## src/hdl/kvt_pkg.sv

```systemverilog
`timescale 1ns / 1ps
// -----------------------------------------------------------------------------
// kvt_pkg
// Shared codes and types for the keyed reference value table.
// -----------------------------------------------------------------------------
package kvt_pkg;

   localparam int REQ_BITS   = 104;
   localparam int RSP_BITS   = 104;
   localparam int VALUE_BITS = 64;

   localparam logic [2:0] OP_GET   = 3'd0;
   localparam logic [2:0] OP_SET   = 3'd1;
   localparam logic [2:0] OP_CLEAR = 3'd2;
   localparam logic [2:0] OP_ALLOC = 3'd3;
   localparam logic [2:0] OP_GOS   = 3'd4;

   localparam logic [3:0] ST_IGNORED     = 4'd0;
   localparam logic [3:0] ST_RETURNED    = 4'd1;
   localparam logic [3:0] ST_NOT_SET     = 4'd2;
   localparam logic [3:0] ST_NONEXISTENT = 4'd3;
   localparam logic [3:0] ST_STORED      = 4'd4;
   localparam logic [3:0] ST_FULL        = 4'd5;
   localparam logic [3:0] ST_TOO_LARGE   = 4'd6;
   localparam logic [3:0] ST_ALLOCATED   = 4'd7;
   localparam logic [3:0] ST_CLEARED     = 4'd8;

   typedef enum logic [1:0] {
      S_IDLE,
      S_SCAN,
      S_DONE
   } state_type;

   // search beat traveling down the cell row
   typedef struct packed {
      logic       valid;
      logic [2:0] op;
      logic       hit;
      logic       hit_set;
   } wave_ctl_type;

   // write and clear broadcast to every cell
   typedef struct packed {
      logic wr_en;
      logic wr_set;
      logic clr;
   } bcast_ctl_type;

endpackage

```

## src/hdl/kvt_ctrl.sv

```systemverilog
`timescale 1ns / 1ps
// -----------------------------------------------------------------------------
// kvt_ctrl
// Request decode, search launch, append, allocate and clear, and result register.
// -----------------------------------------------------------------------------
module kvt_ctrl
   import kvt_pkg::*;
#(
   parameter int ENTRIES  = 64,
   parameter int KEY_BITS = 32,
   parameter int CW       = 7
) (
   input  logic                  clock,
   input  logic                  reset,
   input  logic                  req_tvalid,
   output logic                  req_tready,
   input  logic [REQ_BITS-1:0]   req_tdata,
   output logic                  rsp_tvalid,
   input  logic                  rsp_tready,
   output logic [RSP_BITS-1:0]   rsp_tdata,
   output wave_ctl_type          wave_ctl,
   output logic [KEY_BITS-1:0]   wave_key,
   output logic [VALUE_BITS-1:0] wave_val,
   input  wave_ctl_type          ret_ctl,
   input  logic [KEY_BITS-1:0]   ret_key,
   input  logic [VALUE_BITS-1:0] ret_val,
   input  logic [VALUE_BITS-1:0] ret_hval,
   output logic [CW-1:0]         count,
   output bcast_ctl_type         bc_ctl,
   output logic [CW-1:0]         bc_idx,
   output logic [KEY_BITS-1:0]   bc_key,
   output logic [VALUE_BITS-1:0] bc_val
);

   state_type             state_ff, state_in;
   logic [CW-1:0]         count_ff, count_in;
   logic [KEY_BITS-1:0]   next_key_ff, next_key_in;
   wave_ctl_type          wave_ctl_ff, wave_ctl_in;
   logic [KEY_BITS-1:0]   wave_key_ff, wave_key_in;
   logic [VALUE_BITS-1:0] wave_val_ff, wave_val_in;
   bcast_ctl_type         bc_ctl_ff, bc_ctl_in;
   logic [CW-1:0]         bc_idx_ff, bc_idx_in;
   logic [KEY_BITS-1:0]   bc_key_ff, bc_key_in;
   logic [VALUE_BITS-1:0] bc_val_ff, bc_val_in;
   logic [3:0]            res_status_ff, res_status_in;
   logic [VALUE_BITS-1:0] res_value_ff, res_value_in;
   logic [31:0]           res_key_ff, res_key_in;
   logic                  rsp_valid_ff, rsp_valid_in;
   logic [3:0]            rsp_status_ff, rsp_status_in;
   logic [VALUE_BITS-1:0] rsp_value_ff, rsp_value_in;
   logic [31:0]           rsp_key_ff, rsp_key_in;

   logic [2:0]            req_op;
   logic [KEY_BITS-1:0]   req_key;
   logic [VALUE_BITS-1:0] req_val;
   logic                  full;

   always_comb begin
      req_op  = req_tdata[2:0];
      req_key = KEY_BITS'(req_tdata[34:3]);
      req_val = req_tdata[98:35];
      full    = (count_ff == CW'(ENTRIES));

      state_in      = state_ff;
      count_in      = count_ff;
      next_key_in   = next_key_ff;
      wave_ctl_in   = '0;
      wave_key_in   = wave_key_ff;
      wave_val_in   = wave_val_ff;
      bc_ctl_in     = '0;
      bc_idx_in     = bc_idx_ff;
      bc_key_in     = bc_key_ff;
      bc_val_in     = bc_val_ff;
      res_status_in = res_status_ff;
      res_value_in  = res_value_ff;
      res_key_in    = res_key_ff;
      rsp_valid_in  = rsp_valid_ff && !rsp_tready;
      rsp_status_in = rsp_status_ff;
      rsp_value_in  = rsp_value_ff;
      rsp_key_in    = rsp_key_ff;
      req_tready    = (state_ff == S_IDLE);

      case (state_ff)
         S_IDLE: begin
            if (req_tvalid) begin
               state_in      = S_DONE;
               res_status_in = ST_IGNORED;
               res_value_in  = '0;
               res_key_in    = '0;
               case (req_op)
                  OP_GET, OP_SET, OP_GOS: begin
                     if (req_key == '0) begin
                        if (req_op == OP_GOS) begin
                           res_value_in = req_val;
                        end
                     end else begin
                        wave_ctl_in.valid = 1'b1;
                        wave_ctl_in.op    = req_op;
                        wave_key_in       = req_key;
                        wave_val_in       = req_val;
                        state_in          = S_SCAN;
                     end
                  end
                  OP_CLEAR: begin
                     bc_ctl_in.clr = 1'b1;
                     res_status_in = ST_CLEARED;
                  end
                  OP_ALLOC: begin
                     if (full || !next_key_ff[KEY_BITS-1]) begin
                        res_status_in = ST_FULL;
                     end else begin
                        bc_ctl_in.wr_en  = 1'b1;
                        bc_ctl_in.wr_set = 1'b0;
                        bc_idx_in        = count_ff;
                        bc_key_in        = next_key_ff;
                        bc_val_in        = '0;
                        count_in         = count_ff + 1'b1;
                        res_key_in       = 32'(next_key_ff);
                        next_key_in      = next_key_ff - 1'b1;
                        res_status_in    = ST_ALLOCATED;
                     end
                  end
                  default: begin
                     res_status_in = ST_IGNORED;
                  end
               endcase
            end
         end
         S_SCAN: begin
            if (ret_ctl.valid) begin
               state_in = S_DONE;
               if (ret_ctl.op == OP_GET) begin
                  if (!ret_ctl.hit) begin
                     res_status_in = ST_NONEXISTENT;
                  end else if (ret_ctl.hit_set) begin
                     res_status_in = ST_RETURNED;
                     res_value_in  = ret_hval;
                  end else begin
                     res_status_in = ST_NOT_SET;
                  end
               end else if (ret_ctl.hit && ret_ctl.hit_set && (ret_ctl.op == OP_GOS)) begin
                  res_status_in = ST_RETURNED;
                  res_value_in  = ret_hval;
               end else if (ret_ctl.hit) begin
                  res_status_in = ST_STORED;
                  res_value_in  = ret_val;
               end else if (ret_key[KEY_BITS-1]) begin
                  res_status_in = ST_TOO_LARGE;
               end else if (full) begin
                  res_status_in = ST_FULL;
               end else begin
                  bc_ctl_in.wr_en  = 1'b1;
                  bc_ctl_in.wr_set = 1'b1;
                  bc_idx_in        = count_ff;
                  bc_key_in        = ret_key;
                  bc_val_in        = ret_val;
                  count_in         = count_ff + 1'b1;
                  res_status_in    = ST_STORED;
                  res_value_in     = ret_val;
               end
            end
         end
         S_DONE: begin
            if (!rsp_valid_ff || rsp_tready) begin
               rsp_valid_in  = 1'b1;
               rsp_status_in = res_status_ff;
               rsp_value_in  = res_value_ff;
               rsp_key_in    = res_key_ff;
               state_in      = S_IDLE;
            end
         end
         default: begin
            state_in = S_IDLE;
         end
      endcase
   end

   always_ff @(posedge clock) begin
      if (reset) begin
         state_ff     <= S_IDLE;
         count_ff     <= '0;
         next_key_ff  <= '1;
         wave_ctl_ff  <= '0;
         bc_ctl_ff    <= '0;
         rsp_valid_ff <= 1'b0;
      end else begin
         state_ff     <= state_in;
         count_ff     <= count_in;
         next_key_ff  <= next_key_in;
         wave_ctl_ff  <= wave_ctl_in;
         bc_ctl_ff    <= bc_ctl_in;
         rsp_valid_ff <= rsp_valid_in;
      end
   end

   always_ff @(posedge clock) begin
      wave_key_ff   <= wave_key_in;
      wave_val_ff   <= wave_val_in;
      bc_idx_ff     <= bc_idx_in;
      bc_key_ff     <= bc_key_in;
      bc_val_ff     <= bc_val_in;
      res_status_ff <= res_status_in;
      res_value_ff  <= res_value_in;
      res_key_ff    <= res_key_in;
      rsp_status_ff <= rsp_status_in;
      rsp_value_ff  <= rsp_value_in;
      rsp_key_ff    <= rsp_key_in;
   end

   assign wave_ctl   = wave_ctl_ff;
   assign wave_key   = wave_key_ff;
   assign wave_val   = wave_val_ff;
   assign count      = count_ff;
   assign bc_ctl     = bc_ctl_ff;
   assign bc_idx     = bc_idx_ff;
   assign bc_key     = bc_key_ff;
   assign bc_val     = bc_val_ff;
   assign rsp_tvalid = rsp_valid_ff;
   assign rsp_tdata  = {4'b0000, rsp_key_ff, rsp_value_ff, rsp_status_ff};

endmodule

```

## config.mk

```make
export PLATFORM = sky130hd
export DESIGN_NAME = kvt_ctrl
export DESIGN_NICKNAME = d
export VERILOG_FILES = /design/src/hdl/kvt_pkg.sv /design/src/hdl/kvt_ctrl.sv
export SDC_FILE = /design/constraint.sdc
export NUM_CORES = 1
export LEC_CHECK = 0
export BUFFER_PORTS_ARGS = -buffer_cell sky130_fd_sc_hd__buf_4
export CAP_MARGIN = 25
export CORE_AREA = 5 5 227 229
export CTS_CLUSTER_SIZE = 25
export DETAILED_ROUTE_END_ITERATION = 8
export DIE_AREA = 0 0 232 234
export GPL_TIMING_DRIVEN = 0
export PLACE_DENSITY_LB_ADDON = 0.12
export SKIP_LAST_GASP = 1
export SYNTH_ARGS = -nofsm -noshare
export SYNTH_HDL_FRONTEND = slang
export SYNTH_SLANG_ARGS = --single-unit
```

## constraint.sdc

```tcl
create_clock -name clock -period 7.55 [get_ports clock]
set_clock_uncertainty 0.2 [all_clocks]
set_input_delay 1.51 -clock clock [delete_from_list [all_inputs] [get_ports clock]]
set_output_delay 1.51 -clock clock [all_outputs]
set_load 0.01 [all_outputs]
```

* After elaboration in Yosys (flattened, before gate mapping)
Index checks and enable logic that the tools add are counted.
Storage, ports and cells: input port bits 274, register bits 450, output and inout port bits 321, logic and storage cells 161
Operators by class: bitwise gates (word level) 6, equality and inequality tests 22, add/sub/neg operators 2, reductions and logical operators 26, mux-type cells 83
Operators by type and width (number):
- $mux W64 | 19
- $mux W32 | 9
- $pmux W64 S2 | 2
- $mux W7 | 18
- $pmux W32 S2 | 1
- $logic_not A32 Y1 | 1
- $mux W2 | 16
- $sub A32 B1 Y32 const B | 1
- $mux W4 | 7
- $pmux W7 S2 | 2
- $ne A2 B2 Y1 const B | 9
- $pmux W4 S2 | 2
- $reduce_and A10 Y1 | 1
- $ne A4 B4 Y1 const B | 2
- $reduce_and A4 Y1 | 2
- $add A7 B1 Y7 const B | 1
- $eq A7 B7 Y1 const B | 1
- $reduce_and A7 Y1 | 1
- $eq A3 B2 Y1 const B | 2
- $eq A3 B3 Y1 const B | 2
- $logic_not A3 Y1 | 2
- $ne A3 B3 Y1 const B | 2
- $not A1 Y1 | 6
- $pmux W2 S3 | 1
- 18 further kinds | 29

* Depth between registers and ports, before layout
depth in word-level cells 8, mapped depth 7, depth with buffers taken out 6

* Worst setup path after synthesis
OpenSTA, ideal clock, no wires.
kind input port to flip-flop, start input port ret_ctl[5] in the netlist's numbering, end register res_value_ff[0] (enable), buffers on the path 0, required time 6.766 ns, slack 0.206 ns, arrival time 6.560 ns, stages 3, setup time 0.584 ns, cell sequence mux2_2 and2_1 a21boi_0
Between the ends: cells in the longest elaborated chain, start to end 2
RTL lines:
- from (decl) | line kvt_ctrl.sv:24 | input wave_ctl_type ret_ctl,
- $ne A2 B2 Y1 (no source line)
- $reduce_and A7 Y1 (no source line)
- to (signal assigned) | line kvt_ctrl.sv:203 | res_value_ff <= res_value_in;
- to (decl) | line kvt_ctrl.sv:46 | logic [VALUE_BITS-1:0] res_value_ff, res_value_in;
Every way passes these cells. A chain may end at the register's enable or synchronous reset.

* Worst setup path after layout
start input port req_tdata[2], end register bc_val_ff[42] (netlist: bc_val[42]) (enable)
Between the ends: cells in the longest elaborated chain, start to end 3
RTL lines:
- from (decl) | line kvt_ctrl.sv:17 | input logic [REQ_BITS-1:0] req_tdata,
- $eq A3 B2 Y1 | line kvt_ctrl.sv:90 | case (req_op)
- $ne A2 B1 Y1 (no source line)
- $reduce_and A10 Y1 (no source line)
- to (signal assigned) | line kvt_ctrl.sv:201 | bc_val_ff <= bc_val_in;
- to (decl) | line kvt_ctrl.sv:44 | logic [VALUE_BITS-1:0] bc_val_ff, bc_val_in;
Every way passes these cells.

==> results.txt <==
- Outcome: completed
- Via count: 11620
- Sink count of the clock tree: 448
- Sequential cells were found to cover 75.23% of the synthesized design area.
- The total overflow left after global routing is 0.
- Worst hold-check path type: reg -> reg
- In this run the register-to-register setup slack is 4.58 ns.
- The total area inside the core boundary comes to 49450 µm².
- Final min period: 3.646 ns
- The count of pins over their slew limit is 0.
- In the synthesized netlist the dominant register cell turns out to be edfxtp_1.
* Synth Area per Inst: 15.90 µm²
- Drt first-iter violations: 577
* Via density: 4.737
- Placed inst area: 22770 µm²
- Buffers added to address setup during post-CTS repair amount to 0.
- In this run the horizontal extent of the chip is 232 µm.
- Wire segments on met2 add up to 30340 µm in the final route.
- Remaining DRCs: 0
- The later pin in the worst-skew pair is clocked with a latency of 0.58 ns.
- Top-level I/O count: 595
- Area of all placed cells without fillers: 24390 µm²
* Worst reg2reg path depth: 9
- Dividing the detail-routed wire length by the instance count gives 24.03 µm.
- The floorplan has 82 rows.
- Headroom to the max-slew limit: 37.31%
* Pwr Density: 236.6 nW/µm²
- CP required: 7.62 ns
- Static Leak: 0.009199 µW
- Part of the cycle the worst path needs: 48.29%
- Number of filler cells placed in the layout: 4451
- Max-cap violations in this run came to 0.
* Placed wire-length estimate after detailed placement: 45820 µm
- Port Buffer Count: 582
- Once the floorplan was initialized, standard cells occupied 34.84% of the core.
* Count of hold-fix buffers inserted at cts: 0
* Synthesized netlist cell count: 1084
* Fraction of layout instances using a drive strength above 1: 41.32%
- # nets final: 2015
- FF+latch count, synth: 448
- Number of buffers inserted during clock tree synthesis: 51
- The tree is rooted in a clkbuf_16.
* Depth of the CTS H-tree: 2
* Count of TritonRoute iterations in the first routing pass: 5
- Kind of end point of the critical path: flip-flop
* First-pass GRT wire length: 81690 µm
- Antenna violations before repair: 4
- After detailed routing, the met3 layer carries 5159 µm of wire.
* Uppermost layer routed: met5
- Clock slew at reported path FFs: 0.06 ns
* Endpoint of the worst hold-timing path: rsp_value_ff[8]$_DFFE_PP_
- The worst setup path is of the in -> reg kind.
- Across every metal layer, demand over resource in global routing totals 20.58%.
- After detailed routing, the wire length on met1 is 21940 µm.
* Number of gates resized after CTS: 0
- From bottom edge to top edge, the die measures 234 µm.
- For this run, asynchronously set or reset flops after synthesis account for 0%.
- RSZ-0062 raised after global routing: no
- Yosys mapped the design onto 64 distinct sky130hd cell types.
* Setup TNS: 0 ns
- Of all nets on the critical path, the largest fanout is 29.
* Highest ir drop seen on vdd: 0.1635 mV
* Final weighted congestion in routability-driven placement: 0.8343
* R2R Path Start: count[0]$_SDFFE_PP0P_
- Min-Delay Path Depth: 0
- Setup violations remaining at the end of the flow were counted as 0.
- Critical Path Source Type: input port
* End of the worst register-to-register path: bc_val[42]$_SDFFCE_PN0P_
- From synthesis to final layout, the design area changed by 41.53%.
* Most frequent cells in the layout: buf_4 (589), edfxtp_1 (399), nand2_1 (103), and2_1 (96), mux2i_1 (80)
- Most common cell after layout, fill and taps aside: buf_4
- In this run, synthesis inferred 399 flip-flops with an integrated enable.
- In this run the remaining antenna-violating nets after routing total 0.
- Clock tree from TritonCTS: built
* Final Hold Vio Count: 0
- No sink is reached through more buffers than the 3 on the longest clock path.
* Maximum number of pins on one net before global-route repair: 36
* Post-synth design cell area: 17230 µm²
- Number of warnings printed during yosys synthesis: 0
* Slew at the pin closest to its max-slew limit: 0.9404 ns
- The worst hold path begins at res_value_ff[8]$_DFFE_PP_.
* Number of global-route vias before repair: 11630
- For this run, the top clock speed supported by timing is 274.3 MHz.
* Die area: 54290 µm²
- Data arrives at the worst endpoint at 3.71 ns.
* Total wire length after detailed routing: 58940 µm
- The design draws 5771 µW.
## logic make-up after synthesis
kind of cell / count (synthesis) / share of synthesized area [%]
other cells: 1 / 0.02176
buf+inv: 71 / 2.193
xor+xnor: 1 / 0.05084
fa+ha+maj: 3 / 0.2179
compound gates: 122 / 5.802
mux: 81 / 4.712
simple gates: 357 / 11.78
flops: 448 / 75.23
## worst max-delay path by stage
| stage | start | endpoint | cells after the start |
|---|---|---|---|
| floorplan | ret_ctl[5] | res_value_ff[0]$_DFFE_PP_ | 3 |
| global placement | req_tdata[2] | bc_val[47]$_SDFFCE_PN0P_ | 5 |
| CTS | req_tdata[13] | res_value_ff[12]$_DFFE_PP_ | 6 |
| finish | req_tdata[2] | bc_val[42]$_SDFFCE_PN0P_ | 8 |
| global route | req_tdata[2] | bc_val[42]$_SDFFCE_PN0P_ | 8 |
| detailed placement | req_tdata[13] | res_value_ff[19]$_DFFE_PP_ | 6 |
## registers in the layout (all words and copies together), names as in the netlist, 4 cells and up
register	flops
count	7
wave_ctl	4
rsp_status_ff	4
wave_key	32
res_status_ff	4
wave_val	64
bc_key	32
bc_idx	7
next_key_ff	32
res_key_ff	32
bc_val	64
rsp_key_ff	32
rsp_value_ff	64
res_value_ff	64
## worst max-delay path, stage by stage
cell	delay, ns
buf_4	0.12
nand4b_1	0.40
o32a_1	0.38
clkbuf_1	0.28
nor2_4	0.30
buf_12	0.23
buf_12	0.23
buf_12	0.22
## cell type report
type                    instances  area, µm²  area share [%]
flip-flops and latches        448      12960           53.15
repair buffers                595       4644           19.04
multi-input cells             571       3948           16.19
clock buffers                  63       1384           5.674
well taps                     672      840.8           3.448
plain buffers                  58      324.1           1.329
clock inverters                31      226.5          0.9286
inverters                      13      53.80          0.2206
diodes                          2      5.005         0.02052
## metal layers
| layer | GRT usage, % | vias up |
|---|---|---|
| li1 | - | 5428 |
| met1 | 23.61 | 5716 |
| met2 | 36.53 | 397 |
| met3 | 7.555 | 78 |
| met4 | 5.502 | 2 |
| met5 | 0 | - |
## report_power, final
part	leakage, µW	internal [µW]	switching [µW]
clock	0.000796	1400	989
sequential	0.00406	2840	30.7
combinational	0.00434	235	276
total	0.00920	4480	1300
## synth_stat cells, types with 2 or more instances
master / number / area (µm²)
o211ai_2: 2 / 25.02
buf_6: 9 / 101.4
o211ai_1: 2 / 15.01
mux2i_1: 80 / 800.8
or2_2: 3 / 18.77
buf_4: 7 / 52.55
nand2b_1: 4 / 25.02
nand3_1: 16 / 80.08
nor2b_1: 19 / 118.9
o31ai_1: 13 / 97.59
ha_1: 3 / 37.54
nor4_1: 20 / 125.1
nand4b_1: 3 / 26.28
o21ai_0: 15 / 75.07
or3_1: 9 / 56.30
nor2_1: 32 / 120.1
or4_1: 11 / 82.58
nand4_1: 7 / 43.79
and2_1: 96 / 600.6
buf_1: 7 / 26.28
o2bb2ai_2: 6 / 90.09
buf_2: 10 / 50.05
o2bb2ai_1: 58 / 508.0
nand2_1: 103 / 386.6
nor4b_1: 2 / 17.52
o41ai_1: 2 / 17.52
clkbuf_1: 25 / 93.84
nor3_1: 10 / 50.05
dfxtp_1: 49 / 980.9
a21oi_1: 12 / 60.06
nor4_2: 7 / 87.58
inv_1: 12 / 45.04
edfxtp_1: 399 / 11980
## stage by stage
stage | cells | util, % | hold slack [ns] | setup WS, ns
detailed placement | 2357 | 46.05 | 0.2045 | 3.301
floorplan | 1090 | - | 0.2003 | 0.2062
global placement | 2344 | 45.43 | 0.2002 | -3.551
finish | 2453 | 49.32 | 0.2082 | 3.904
global route | 2452 | 49.31 | 0.2168 | 3.855
CTS | 2451 | 49.31 | 0.2123 | 3.931
Power figures use the tool's default switching activity.
