<file path="src/hdl/kvt_pkg.sv">
`timescale 1ns / 1ps
// -----------------------------------------------------------------------------
// kvt_pkg
// Shared codes and types for the keyed reference value table.
// -----------------------------------------------------------------------------
package kvt_pkg;

   localparam int REQ_BITS   = 104;
   localparam int RSP_BITS   = 104;
   localparam int VALUE_BITS = 64;

   localparam logic [2:0] OP_GET   = 3'd0;
   localparam logic [2:0] OP_SET   = 3'd1;
   localparam logic [2:0] OP_CLEAR = 3'd2;
   localparam logic [2:0] OP_ALLOC = 3'd3;
   localparam logic [2:0] OP_GOS   = 3'd4;

   localparam logic [3:0] ST_IGNORED     = 4'd0;
   localparam logic [3:0] ST_RETURNED    = 4'd1;
   localparam logic [3:0] ST_NOT_SET     = 4'd2;
   localparam logic [3:0] ST_NONEXISTENT = 4'd3;
   localparam logic [3:0] ST_STORED      = 4'd4;
   localparam logic [3:0] ST_FULL        = 4'd5;
   localparam logic [3:0] ST_TOO_LARGE   = 4'd6;
   localparam logic [3:0] ST_ALLOCATED   = 4'd7;
   localparam logic [3:0] ST_CLEARED     = 4'd8;

   typedef enum logic [1:0] {
      S_IDLE,
      S_SCAN,
      S_DONE
   } state_type;

   // search beat traveling down the cell row
   typedef struct packed {
      logic       valid;
      logic [2:0] op;
      logic       hit;
      logic       hit_set;
   } wave_ctl_type;

   // write and clear broadcast to every cell
   typedef struct packed {
      logic wr_en;
      logic wr_set;
      logic clr;
   } bcast_ctl_type;

endpackage

</file>
<file path="src/hdl/kvt_cell.sv">
`timescale 1ns / 1ps
// -----------------------------------------------------------------------------
// kvt_cell
// One table entry: key, value and set flag, plus one stage of the search row.
// -----------------------------------------------------------------------------
module kvt_cell
   import kvt_pkg::*;
#(
   parameter int KEY_BITS = 32,
   parameter int CW       = 7,
   parameter int IDX      = 0
) (
   input  logic                  clock,
   input  logic                  reset,
   input  wave_ctl_type          in_ctl,
   input  logic [KEY_BITS-1:0]   in_key,
   input  logic [VALUE_BITS-1:0] in_val,
   input  logic [VALUE_BITS-1:0] in_hval,
   output wave_ctl_type          out_ctl,
   output logic [KEY_BITS-1:0]   out_key,
   output logic [VALUE_BITS-1:0] out_val,
   output logic [VALUE_BITS-1:0] out_hval,
   input  logic [CW-1:0]         count,
   input  bcast_ctl_type         bc_ctl,
   input  logic [CW-1:0]         bc_idx,
   input  logic [KEY_BITS-1:0]   bc_key,
   input  logic [VALUE_BITS-1:0] bc_val
);

   logic [KEY_BITS-1:0]   key_ff, key_in;
   logic [VALUE_BITS-1:0] value_ff, value_in;
   logic                  set_ff, set_in;
   wave_ctl_type          out_ctl_ff, out_ctl_in;
   logic [KEY_BITS-1:0]   out_key_ff;
   logic [VALUE_BITS-1:0] out_val_ff;
   logic [VALUE_BITS-1:0] out_hval_ff, out_hval_in;
   logic                  match;
   logic                  update;
   logic                  bc_hit;

   always_comb begin
      match  = in_ctl.valid && (CW'(IDX) < count) && (key_ff == in_key);
      update = match && ((in_ctl.op == OP_SET) || ((in_ctl.op == OP_GOS) && !set_ff));
      bc_hit = bc_ctl.wr_en && (bc_idx == CW'(IDX));

      out_ctl_in  = in_ctl;
      out_hval_in = in_hval;
      if (match) begin
         out_ctl_in.hit     = 1'b1;
         out_ctl_in.hit_set = set_ff;
         out_hval_in        = value_ff;
      end

      key_in   = key_ff;
      value_in = value_ff;
      set_in   = set_ff;
      if (bc_ctl.clr) begin
         set_in = 1'b0;
      end
      if (update) begin
         value_in = in_val;
         set_in   = 1'b1;
      end
      if (bc_hit) begin
         key_in   = bc_key;
         value_in = bc_val;
         set_in   = bc_ctl.wr_set;
      end
   end

   always_ff @(posedge clock) begin
      if (reset) begin
         set_ff     <= 1'b0;
         out_ctl_ff <= '0;
      end else begin
         set_ff     <= set_in;
         out_ctl_ff <= out_ctl_in;
      end
   end

   always_ff @(posedge clock) begin
      key_ff      <= key_in;
      value_ff    <= value_in;
      out_key_ff  <= in_key;
      out_val_ff  <= in_val;
      out_hval_ff <= out_hval_in;
   end

   assign out_ctl  = out_ctl_ff;
   assign out_key  = out_key_ff;
   assign out_val  = out_val_ff;
   assign out_hval = out_hval_ff;

endmodule

</file>
<file path="config.mk">
export PLATFORM = sky130hd
export DESIGN_NAME = kvt_cell
export DESIGN_NICKNAME = d
export VERILOG_FILES = /design/src/hdl/kvt_pkg.sv /design/src/hdl/kvt_cell.sv
export SDC_FILE = /design/constraint.sdc
export NUM_CORES = 1
export LEC_CHECK = 0
export ABC_AREA = 1
export BUFFER_PORTS_ARGS = -buffer_cell sky130_fd_sc_hd__buf_2
export CORE_ASPECT_RATIO = 0.6
export CORE_MARGIN = 4
export CORE_UTILIZATION = 28
export CTS_BUF_LIST = sky130_fd_sc_hd__clkbuf_4 sky130_fd_sc_hd__clkbuf_8 sky130_fd_sc_hd__clkbuf_16
export CTS_CLUSTER_DIAMETER = 60
export DETAILED_ROUTE_END_ITERATION = 12
export GPL_TIMING_DRIVEN = 0
export SKIP_CTS_REPAIR_TIMING = 1
export SLEW_MARGIN = 20
export SYNTH_ARGS = -nofsm -noshare
export SYNTH_HDL_FRONTEND = slang
export SYNTH_SLANG_ARGS = --single-unit
</file>
<file path="constraint.sdc">
create_clock -name clock -period 7.9 [get_ports clock]
set_input_delay 0.395 -clock clock [delete_from_list [all_inputs] [get_ports clock]]
set_output_delay 0.395 -clock clock [all_outputs]
set_load 0.03 [all_outputs]
</file>
=== Yosys cells after proc, flatten, opt, wreduce, memory -nomap -nowiden ===
Index checks and enable logic that the tools add are counted.
W data, S select, Z words.

* Muxes and demuxes: 7
* Equality and inequality tests: 3
* Magnitude comparators: 1
* Reduce and logical (&&, ||, !) cells: 10

{| class="wikitable"
|+ Operators with widths
! kind !! number
|-
| $mux W64 || 3
|-
| $eq A32 B32 Y1 || 1
|-
| $logic_not A7 Y1 || 1
|-
| $lt A1 B7 Y1 const A || 1
|-
| $logic_and A1 B1 Y1 || 5
|-
| $eq A3 B1 Y1 const B || 1
|-
| $eq A3 B3 Y1 const B || 1
|-
| $mux W1 || 3
|-
| $reduce_bool A3 Y1 || 1
|-
| $mux W2 || 1
|-
| $reduce_bool A2 Y1 || 1
|-
| $logic_not A1 Y1 || 1
|-
| $logic_or A1 B1 Y1 || 1
|}

* Logic and storage cells: 31
* Bits in registers: 263
* Input port bits: 281
* Output and inout bits: 166

=== Logic depth before layout (Yosys ltp) ===
Gate-level depths: netlist (run 1).

* Word-level depth: 6
* Gate-level depth with buffers: 12
* Depth with buffers taken out: 12

=== Worst setup path before layout (run 1) ===
No wires, ideal clock.

* Path type: in2reg
* Start point: input port in_key[25]
* End point: register value_ff[0], enable pin
* Library setup time: 0.424 ns
* Arrival: 2.757 ns
* Data required time: 7.476 ns
* Stages: 12
* Setup slack: 4.720 ns
* Buffers on the path: 2
* Path through: inv_1 or2_2 nand2_1 nor2_1 nand2_1 nor2_1 nand3_1 nor2_2 buf_6 buf_6 nand2_1 nand2_1

* Longest elaborated chain between the ends: 4

{| class="wikitable"
|+ Ends and longest elaborated chain
! what !! RTL line !! RTL
|-
| from (decl) || kvt_cell.sv:16 || <nowiki>input logic [KEY_BITS-1:0] in_key,</nowiki>
|-
| $eq A32 B32 Y1 || kvt_cell.sv:42 || <nowiki>match = in_ctl.valid && (CW'(IDX) < count) && (key_ff == in_key);</nowiki>
|-
| $logic_and A1 B1 Y1 || kvt_cell.sv:42 ||
|-
| $logic_and A1 B1 Y1 || kvt_cell.sv:43 || <nowiki>update = match && ((in_ctl.op == OP_SET) || ((in_ctl.op == OP_GOS) && !set_ff));</nowiki>
|-
| $reduce_bool A2 Y1 (no line) || -- ||
|-
| to (signal assigned) || kvt_cell.sv:83 || <nowiki>value_ff <= value_in;</nowiki>
|-
| to (decl) || kvt_cell.sv:31 || <nowiki>logic [VALUE_BITS-1:0] value_ff, value_in;</nowiki>
|}

Every way passes these cells.
A chain may end at the register's enable or synchronous reset.

=== Final worst setup path (run 1) ===
* Start point: input port in_key[30]
* End point: register value_ff[8], enable pin

Same word-level chain as after synthesis.

==> results.cfg, run 1 <==
[logic_synthesis]
yosys.area.top_type_share_pct = 37.67
yosysSeqAreaShare_pct = 70.14
synth_cell_types = 22
synthTopCellsByArea = dfxtp_1, edfxtp_1, nand2_1
synth_seq_cells = 263
yosys_warnings = 0
synth_area_um2 = 8876
postSynthAreaPerCell_um2 = 9.473
synth_fp_nets = 1218
yosysTopAreaCell = dfxtp_1
netlist_instances = 937

[layout]
drive_gt1_share_pct = 33.81
mostFrequentLayoutCells = nand2_1, buf_2, dfxtp_1
area_growth_pct = 53.23
final_cell_area_um2 = 13600
stdcell_count = 1956
final_nets = 1799
layout.cells.most_common = nand2_1

[floorplan]
core_area_um2 = 31220
dieArea_um2 = 34710
boundaryPins = 447
placementRows = 50
fp.dieH_um = 145.9
start_util_pct = 28.43
die_x_um = 237.9

[timing]
slew_headroom_pct = 49.61
fmax_mhz = 294.5
skew_ns = 0.01250
setup_violations = 0
min_period_ns = 3.395
period_share_pct = 42.98
finalSetupTns_ns = 0
rsz0062_at_grt = false
hold_viol_final = 0
tightestPinTransition_ns = 0.7559
slew_violations = 0

[setup_path]
path_class = input port to register
required_ns = 8.10
crit_top_cell = nand2_1
critPathMaxFanout = 52
path_delay_family = simple AND/OR/NAND/NOR gates
path_buf_inv = 6
cp.arrival_ns = 3.60
start_kind = input port
critPathCaptureType = register
critPathMaxStageDelay_ns = 0.56
crit_chain = dlygate4sd3_1 -> buf_2 -> inv_1 -> nand2_1 -> nand2_1 -> nand3_1 -> nor3_1 -> nand3_1 -> nor2_2 -> buf_6 -> buf_6 -> nand2_1 -> nand2_4 -> buf_16
slowest_stage = dlygate4sd3_1

[pwr]
cellPowerDensity_nw_per_um2 = 222.0
peakVddDrop_uv = 133.9
p_leak_nw = 6.930
total_power_mw = 3.019

[place]
io_buffers = 446
gp_congestion = 0.9120
place_area_um2 = 11690
hpwl_mm = 24.97
place_inst = 1801

[drt]
drt-initial-drc-count = 479
wirelength_mm = 32.68
drt_pass1_iterations = 5
wl_per_cell_um = 16.71
vias_per_cell = 4.129
antenna_left = 0
vias = 8077
remaining_drc_errors = 0

[clocking]
cts_buffers = 26
cts.sinks = 263
clockRootBuffer = clkbuf_16
clk_latency_ns = 0.54
h-tree-depth = 1
clock_path_buffers = 3
tritoncts = built
clkTransAtPathRegs_ns = 0.06

[flow_run]
cap_violations = 0

[global_routing]
grt_max_degree = 53
antenna_found_initial = 3
grt_pass1_wl_mm = 44.93
grtUsageTotal_pct = 16.92
grt_pass1_vias = 7569
grt-ovfl-total = 0

[hold_path]
hp-class = input port to register

[outcome]
outcome = finished clean
cell families (layout without fill, tap and decap cells):
family / count (synthesis) / in the layout / share of synthesized area [%]
and+or+nand+nor: 566 / 566 / 24.47
other: 0 / 2 / 0
AOI/OAI and AO/OA: 6 / 6 / 0.4089
DFF: 263 / 263 / 70.14
xor gates and xnor gates: 2 / 2 / 0.1974
buffers and inverters: 100 / 701 / 4.779
report_power, final:
part / total [mW] / switching [mW] / internal (mW)
sequential: 1.46 / 0.0114 / 1.45
combinational: 0.328 / 0.192 / 0.135
clock: 1.23 / 0.527 / 0.704
total: 3.02 / 0.731 / 2.29
Yosys cell counts:
master,number
nand2_1,498
edfxtp_1,96
nand3_1,10
buf_6,4
nor2_2,1
o211ai_1,1
clkbuf_1,8
buf_2,15
nand4_1,4
nor3_1,3
dfxtp_1,167
inv_1,72
nand3b_1,1
xnor2_1,2
nor4_1,4
a21oi_1,2
o22ai_1,1
o21bai_1,1
o21ai_0,1
or2_2,2
inv_2,1
nor2_1,43
flip-flops by register name, indices dropped and copies added, names as in the netlist:
name / cells
key_ff: 32
out_key: 32
out_ctl: 6
set_ff: 1
out_hval: 64
value_ff: 64
out_val: 64
layer usage:
layer  part of all wire, %  GRT usage [%]
met1                    43          22.56
met5                 0.024              0
met2                    48          27.63
met3                   7.2          4.432
met4                   2.4          4.083
path summary, 6_finish.rpt:
path	cells after the start	slack, ns	to	startpoint
worst max register to register	12	4.67	value_ff[8]	key_ff[30]
worst min register to register	2	0.44	out_hval[61]	value_ff[61]
worst max-delay path	14	4.50	value_ff[8]	in_key[30]
worst min-delay path	1	0.03	key_ff[24]	bc_key[24]
stage by stage:
stage / utilization [%] / setup slack [ns] / hold WS, ns
3_3_place_gp: 37.25 / 2.852 / 0.4215
5_1_grt: 43.56 / 4.358 / 0.001022
2_1_floorplan: - / 4.720 / 0.4190
3_5_place_dp: 37.45 / 4.593 / 0.4259
6_report: 43.57 / 4.505 / 0.03034
4_1_cts: 40.18 / 4.703 / -0.06754
layout make-up:
cell class | instances | area (µm²)
Fill cell | 3045 | 17620
Sequential cell | 263 | 6226
Timing Repair Buffer | 553 | 3338
Multi-Input combinational cell | 574 | 2233
Clock buffer | 40 | 804.5
Tap cell | 416 | 520.5
Inverter | 73 | 274.0
Buffer | 27 | 151.4
Clock inverter | 8 | 47.55
Antenna cell | 2 | 5.005
Power figures use the tool's default switching activity.
==> run 2: changes to the inputs <==
clock period = 3 ns   (was 7.9 ns; I/O delays follow)
==> run 2 against run 1 <==
  * The run now ends with negative hold slack left
  * Critical path depth decreased by 1
  * Via count increased by 11%
  * Sequential share of layout area decreased by 5.0 points
  * Register-to-register slack got worse by 4.4 ns
  * Non-clock buffer count increased by 164
  * Final cell count increased by 8.5%
  * Clock power increased to 2.6 times the previous value
  * Largest cell class unchanged
  * Largest power group unchanged
  * Sequential cell count unchanged
==> results.cfg, run 2 (synthesis gave the netlist of run 1 again) <==
[clocking]
h-tree-depth = 1
clk_latency_ns = 0.54
tritoncts = built
clock_path_buffers = 3
clockRootBuffer = clkbuf_16
clkTransAtPathRegs_ns = 0.06
cts.sinks = 263
cts_buffers = 27

[layout]
layout.cells.most_common = nand2_1
multi_input_area_um2 = 2266
final_nets = 1965
area_growth_pct = 71.82
seqCellArea_um2 = 6226
drive_gt1_share_pct = 30.67
stdcell_count = 2122
final_cell_area_um2 = 15250
mostFrequentLayoutCells = nand2_1, buf_2, dlygate4sd3_1
fillers = 2859

[hold_path]
whs_endpoint = set_ff
min_path_cells = 6
hp-class = input port to register
hold_start = bc_ctl[0]

[global_routing]
grt_pass1_wl_mm = 45.72
antenna_found_initial = 0
grtUsageTotal_pct = 17.29
grt_max_degree = 38
grt-ovfl-total = 0
grt_pass1_vias = 7421

[floorplan]
dieArea_um2 = 34710
core_area_um2 = 31220
die_x_um = 237.9
boundaryPins = 447
start_util_pct = 28.43
placementRows = 50
fp.dieH_um = 145.9

[timing]
finalSetupTns_ns = 0
fin_hold_ws_ns = -0.01444
slew_violations = 0
tightestPinTransition_ns = 0.9603
slew_headroom_pct = 35.98
setup_violations = 0
period_share_pct = 89.66
skew_ns = 0.01763
min_period_ns = 2.690
hold_viol_final = 1
fmax_mhz = 371.8
rsz0062_at_grt = false
fin_ws_ns = 0.3102

[setup_path]
critPathCaptureType = register
rr_worst_depth = 13
critPathMaxFanout = 37
cp.arrival_ns = 2.90
path_class = register to register
reg2reg_from = key_ff[21]
slowest_stage = edfxtp_1
r2r-end = value_ff[28]
crit_chain = inv_1 -> nand2_1 -> nand2_1 -> nor2_1 -> nand4_1 -> nor2_1 -> nand3_1 -> nor2_4 -> buf_6 -> buf_6 -> nand2_2 -> nand2_8 -> buf_12
start_kind = register
path_delay_family = simple AND/OR/NAND/NOR gates
path_buf_inv = 4
required_ns = 3.21
rrSetupSlack_ns = 0.31
critPathMaxStageDelay_ns = 0.39

[pwr]
cellPowerDensity_nw_per_um2 = 534.9
peakVddDrop_uv = 363.6
comb_power_share_pct = 12.9
p_leak_nw = 7.630
pwr-share-seq_pct = 47.2
p_clk_share_pct = 39.9
switchingPower_mw = 1.989
p_int_mw = 6.169
swShare_pct = 24.38

[place]
hpwl_mm = 25.50
io_buffers = 446
place_area_um2 = 11680
place_inst = 1801
place_ws_ns = -0.1690
gp_congestion = 0.8920

[outcome]
failed_checks = negative hold slack
outcome = finished, violations left

[drt]
drt_pass1_iterations = 6
vias = 8938
vias_per_cell = 4.212
wl_per_cell_um = 17.24
remaining_drc_errors = 0
antenna_left = 0
drt-initial-drc-count = 577
wirelength_mm = 36.58

[flow_run]
cap_violations = 0
==> run 2: cell types whose count changed in the layout (fill, tap and decap cells not counted), sizes merged, moves of 2 or more <==
cell / before / now
dlygate4sd3: 105 / 267
clkbuf: 48 / 45
clkinv: 6 / 9
buf: 467 / 469
inv: 74 / 76
==> run 2: cell type report <==
class                   instances  share of cell area (%)
inverters                      73                   1.797
well taps                     416                   3.413
clock inverters                13                  0.6153
repair buffers                717                   32.52
multi-input cells             575                   14.86
clock buffers                  37                   4.963
flip-flops and latches        263                   40.82
plain buffers                  27                  0.9927
diodes                          1                 0.01641
==> run 2: how the worst max path moves through the flow <==
stage                          start           end  slack (ns)  cells after the start
after floorplan           key_ff[22]   value_ff[0]        0.48                      9
after global placement    key_ff[30]  value_ff[24]       -0.89                     11
after detailed placement  key_ff[30]  value_ff[24]       -0.17                     12
after CTS                 key_ff[30]  value_ff[28]       -0.20                     12
after global routing      key_ff[30]  value_ff[29]        0.10                     12
final                     key_ff[21]  value_ff[28]        0.31                     13
==> run 2: per-stage QoR <==
stage | util, % | power (mW)
after floorplan | - | 4.293
after global placement | 37.26 | 4.673
after detailed placement | 37.41 | 4.682
after CTS | 40.13 | 7.957
after global routing | 48.85 | 8.485
final | 48.85 | 8.158
==> run 2: worst min-delay path: stages <==
cell,delay [ns]
buf_2,0.08
inv_1,0.04
nand2_1,0.05
nand3_1,0.07
nand2_1,0.06
inv_1,0.03
==> run 2: routing by layer <==
layer	track usage, %	wire length [µm]	vias to the layer above
met3	3.920	2587	77
met4	5.191	1209	0
li1	-	-	4382
met1	24.34	15420	4113
met5	0	0	-
met2	26.66	17360	366
==> run 2: power by group through the flow <==
stage	clock network [mW]	registers, mW	logic [mW]
floorplan	0	4.17	0.122
CTS	3.35	3.85	0.758
finish	3.25	3.85	1.05
global placement	0	3.92	0.750
detailed placement	0	3.93	0.756
global route	3.50	3.86	1.12
==> run 3: changes to the inputs <==
ABC_CLOCK_PERIOD_IN_PS = 3000   (was default)
BUFFER_PORTS_ARGS = default   (was -buffer_cell sky130_fd_sc_hd__buf_2)
DONT_BUFFER_PORTS = 1   (was default)
GPL_TIMING_DRIVEN = default   (was 0)
==> run 3 against run 2 <==
  * The run now ends clean
  * Non-clock buffer count fell by 469
  * Count of clock-buffer cells in the layout rose by 2
  * Combinational power fell by 54%
  * Critical path depth shrank 3
  * Total power shrank 4.2%
  * Via count decreased by 18%
  * Utilization shrank 7.6 points
  * Die area is the same
  * Register-to-register slack better by 0.32 ns
  * Worst setup slack gained 0.32 ns
  * Clock power is 2% lower
==> results.cfg, run 3 (synthesis gave the netlist of run 1 again) <==
[setup_path]
reg2reg_from = key_ff[30]
path_delay_family = simple AND/OR/NAND/NOR gates
r2r-end = value_ff[9]
crit_chain = inv_1 -> nand2_1 -> nand2_1 -> nand3_1 -> nor3_1 -> nand3_1 -> nor2_4 -> nand2_1 -> nand2_4 -> buf_12
path_class = register to register
critPathMaxFanout = 25
cp.arrival_ns = 2.61
start_kind = register
rr_worst_depth = 10
rrSetupSlack_ns = 0.63
critPathMaxStageDelay_ns = 0.38
required_ns = 3.24
critPathCaptureType = register
crit_top_cell = nand2_1
path_buf_inv = 2
slowest_stage = edfxtp_1

[timing]
skew_ns = 0.01550
finalSetupTns_ns = 0
slew_headroom_pct = 61.77
period_share_pct = 78.93
rsz0062_at_grt = false
fmax_mhz = 422.3
slew_violations = 0
fin_ws_ns = 0.6322
hold_viol_final = 0
setup_violations = 0
tightestPinTransition_ns = 0.5734
min_period_ns = 2.368

[clocking]
cts.sinks = 263
cts_buffers = 26
clkTransAtPathRegs_ns = 0.06
clockRootBuffer = clkbuf_16
clock_path_buffers = 3
tritoncts = built
h-tree-depth = 1
clk_latency_ns = 0.54

[pwr]
peakVddDrop_uv = 334.0
cellPowerDensity_nw_per_um2 = 606.8
p_leak_nw = 5.784
total_power_mw = 7.817

[drt]
antenna_left = 0
wirelength_mm = 32.62
remaining_drc_errors = 0
vias_per_cell = 4.467
drt-initial-drc-count = 800
wl_per_cell_um = 19.80
vias = 7361
drt_pass1_iterations = 5

[hold_path]
whs_endpoint = out_ctl[0]
min_path_cells = 6
hold_start = in_key[19]
hp-class = input port to register

[layout]
fillers = 2849
layout.cells.most_common = nand2_1
mostFrequentLayoutCells = nand2_1, dlygate4sd3_1, dfxtp_1
area_growth_pct = 45.12
seqCellArea_um2 = 6226
final_nets = 1494
multi_input_area_um2 = 2246
diodes = 0
drive_gt1_share_pct = 5.114

[floorplan]
die_x_um = 237.9
fp.dieH_um = 145.9
start_util_pct = 28.43
placementRows = 50
dieArea_um2 = 34710
core_area_um2 = 31220
boundaryPins = 447

[flow_run]
cap_violations = 0

[outcome]
outcome = finished clean

[global_routing]
grt_max_degree = 49
antenna_found_initial = 1
grt_pass1_wl_mm = 40.24
grt-ovfl-total = 0
grt_pass1_vias = 5995
grtUsageTotal_pct = 15.36

[place]
hpwl_mm = 21.99
io_buffers = 0
place_ws_ns = 0.6532
gp_congestion = 0.9389
==> run 3: power by group <==
group	switching, mW	internal, mW	leakage, nW
clock	1.39	1.82	0.428
sequential	0.308	3.82	2.27
combinational	0.193	0.292	3.09
total	1.89	5.93	5.78
==> run 3: layer usage <==
layer / vias up / global-route usage [%] / wire, µm
met5: - / 0 / 7
li1: 3441 / - / -
met3: 71 / 4.129 / 2861
met2: 444 / 23.40 / 15770
met4: 2 / 4.608 / 1147
met1: 3403 / 21.46 / 12840
==> run 3: worst max path at each step <==
| stage | startpoint | endpoint | slack [ns] | cells after the start |
|---|---|---|---|---|
| finish | key_ff[30] | value_ff[9] | 0.63 | 10 |
| global route | key_ff[30] | value_ff[9] | 0.53 | 10 |
| CTS | key_ff[30] | value_ff[30] | 0.62 | 10 |
| detailed placement | key_ff[30] | value_ff[37] | 0.65 | 10 |
| global placement | key_ff[30] | value_ff[6] | 0.72 | 10 |
| floorplan | key_ff[22] | value_ff[0] | 0.48 | 9 |
==> run 3: worst register-to-register path: stages (launching register included) <==
cell and delay (ns):
edfxtp_1 0.38, inv_1 0.06, nand2_1 0.05, nand2_1 0.08, nand3_1 0.07, nor3_1 0.35
nand3_1 0.21, nor2_4 0.19, nand2_1 0.11, nand2_4 0.31, buf_12 0.24
==> run 3: layout make-up <==
class,instances,share of cell area (%)
clock buffer,39,6.090
clock inverter,8,0.3885
inverter,73,2.147
multi-input combinational,574,17.44
sequential,263,48.33
tap,416,4.041
timing repair buffer,275,21.56
==> run 3: through the flow <==
| stage | cells | cell area [µm²] | hold WS, ns | utilization (%) |
|---|---|---|---|---|
| floorplan | 937 | 8879 | 0.1777 | - |
| global placement | 1336 | 9394 | 0.1778 | 30.09 |
| global route | 1648 | 12880 | 0.09181 | 41.26 |
| CTS | 1383 | 10230 | -0.4064 | 32.77 |
| finish | 1648 | 12880 | 0.01922 | 41.26 |
| detailed placement | 1336 | 9394 | 0.1778 | 30.09 |
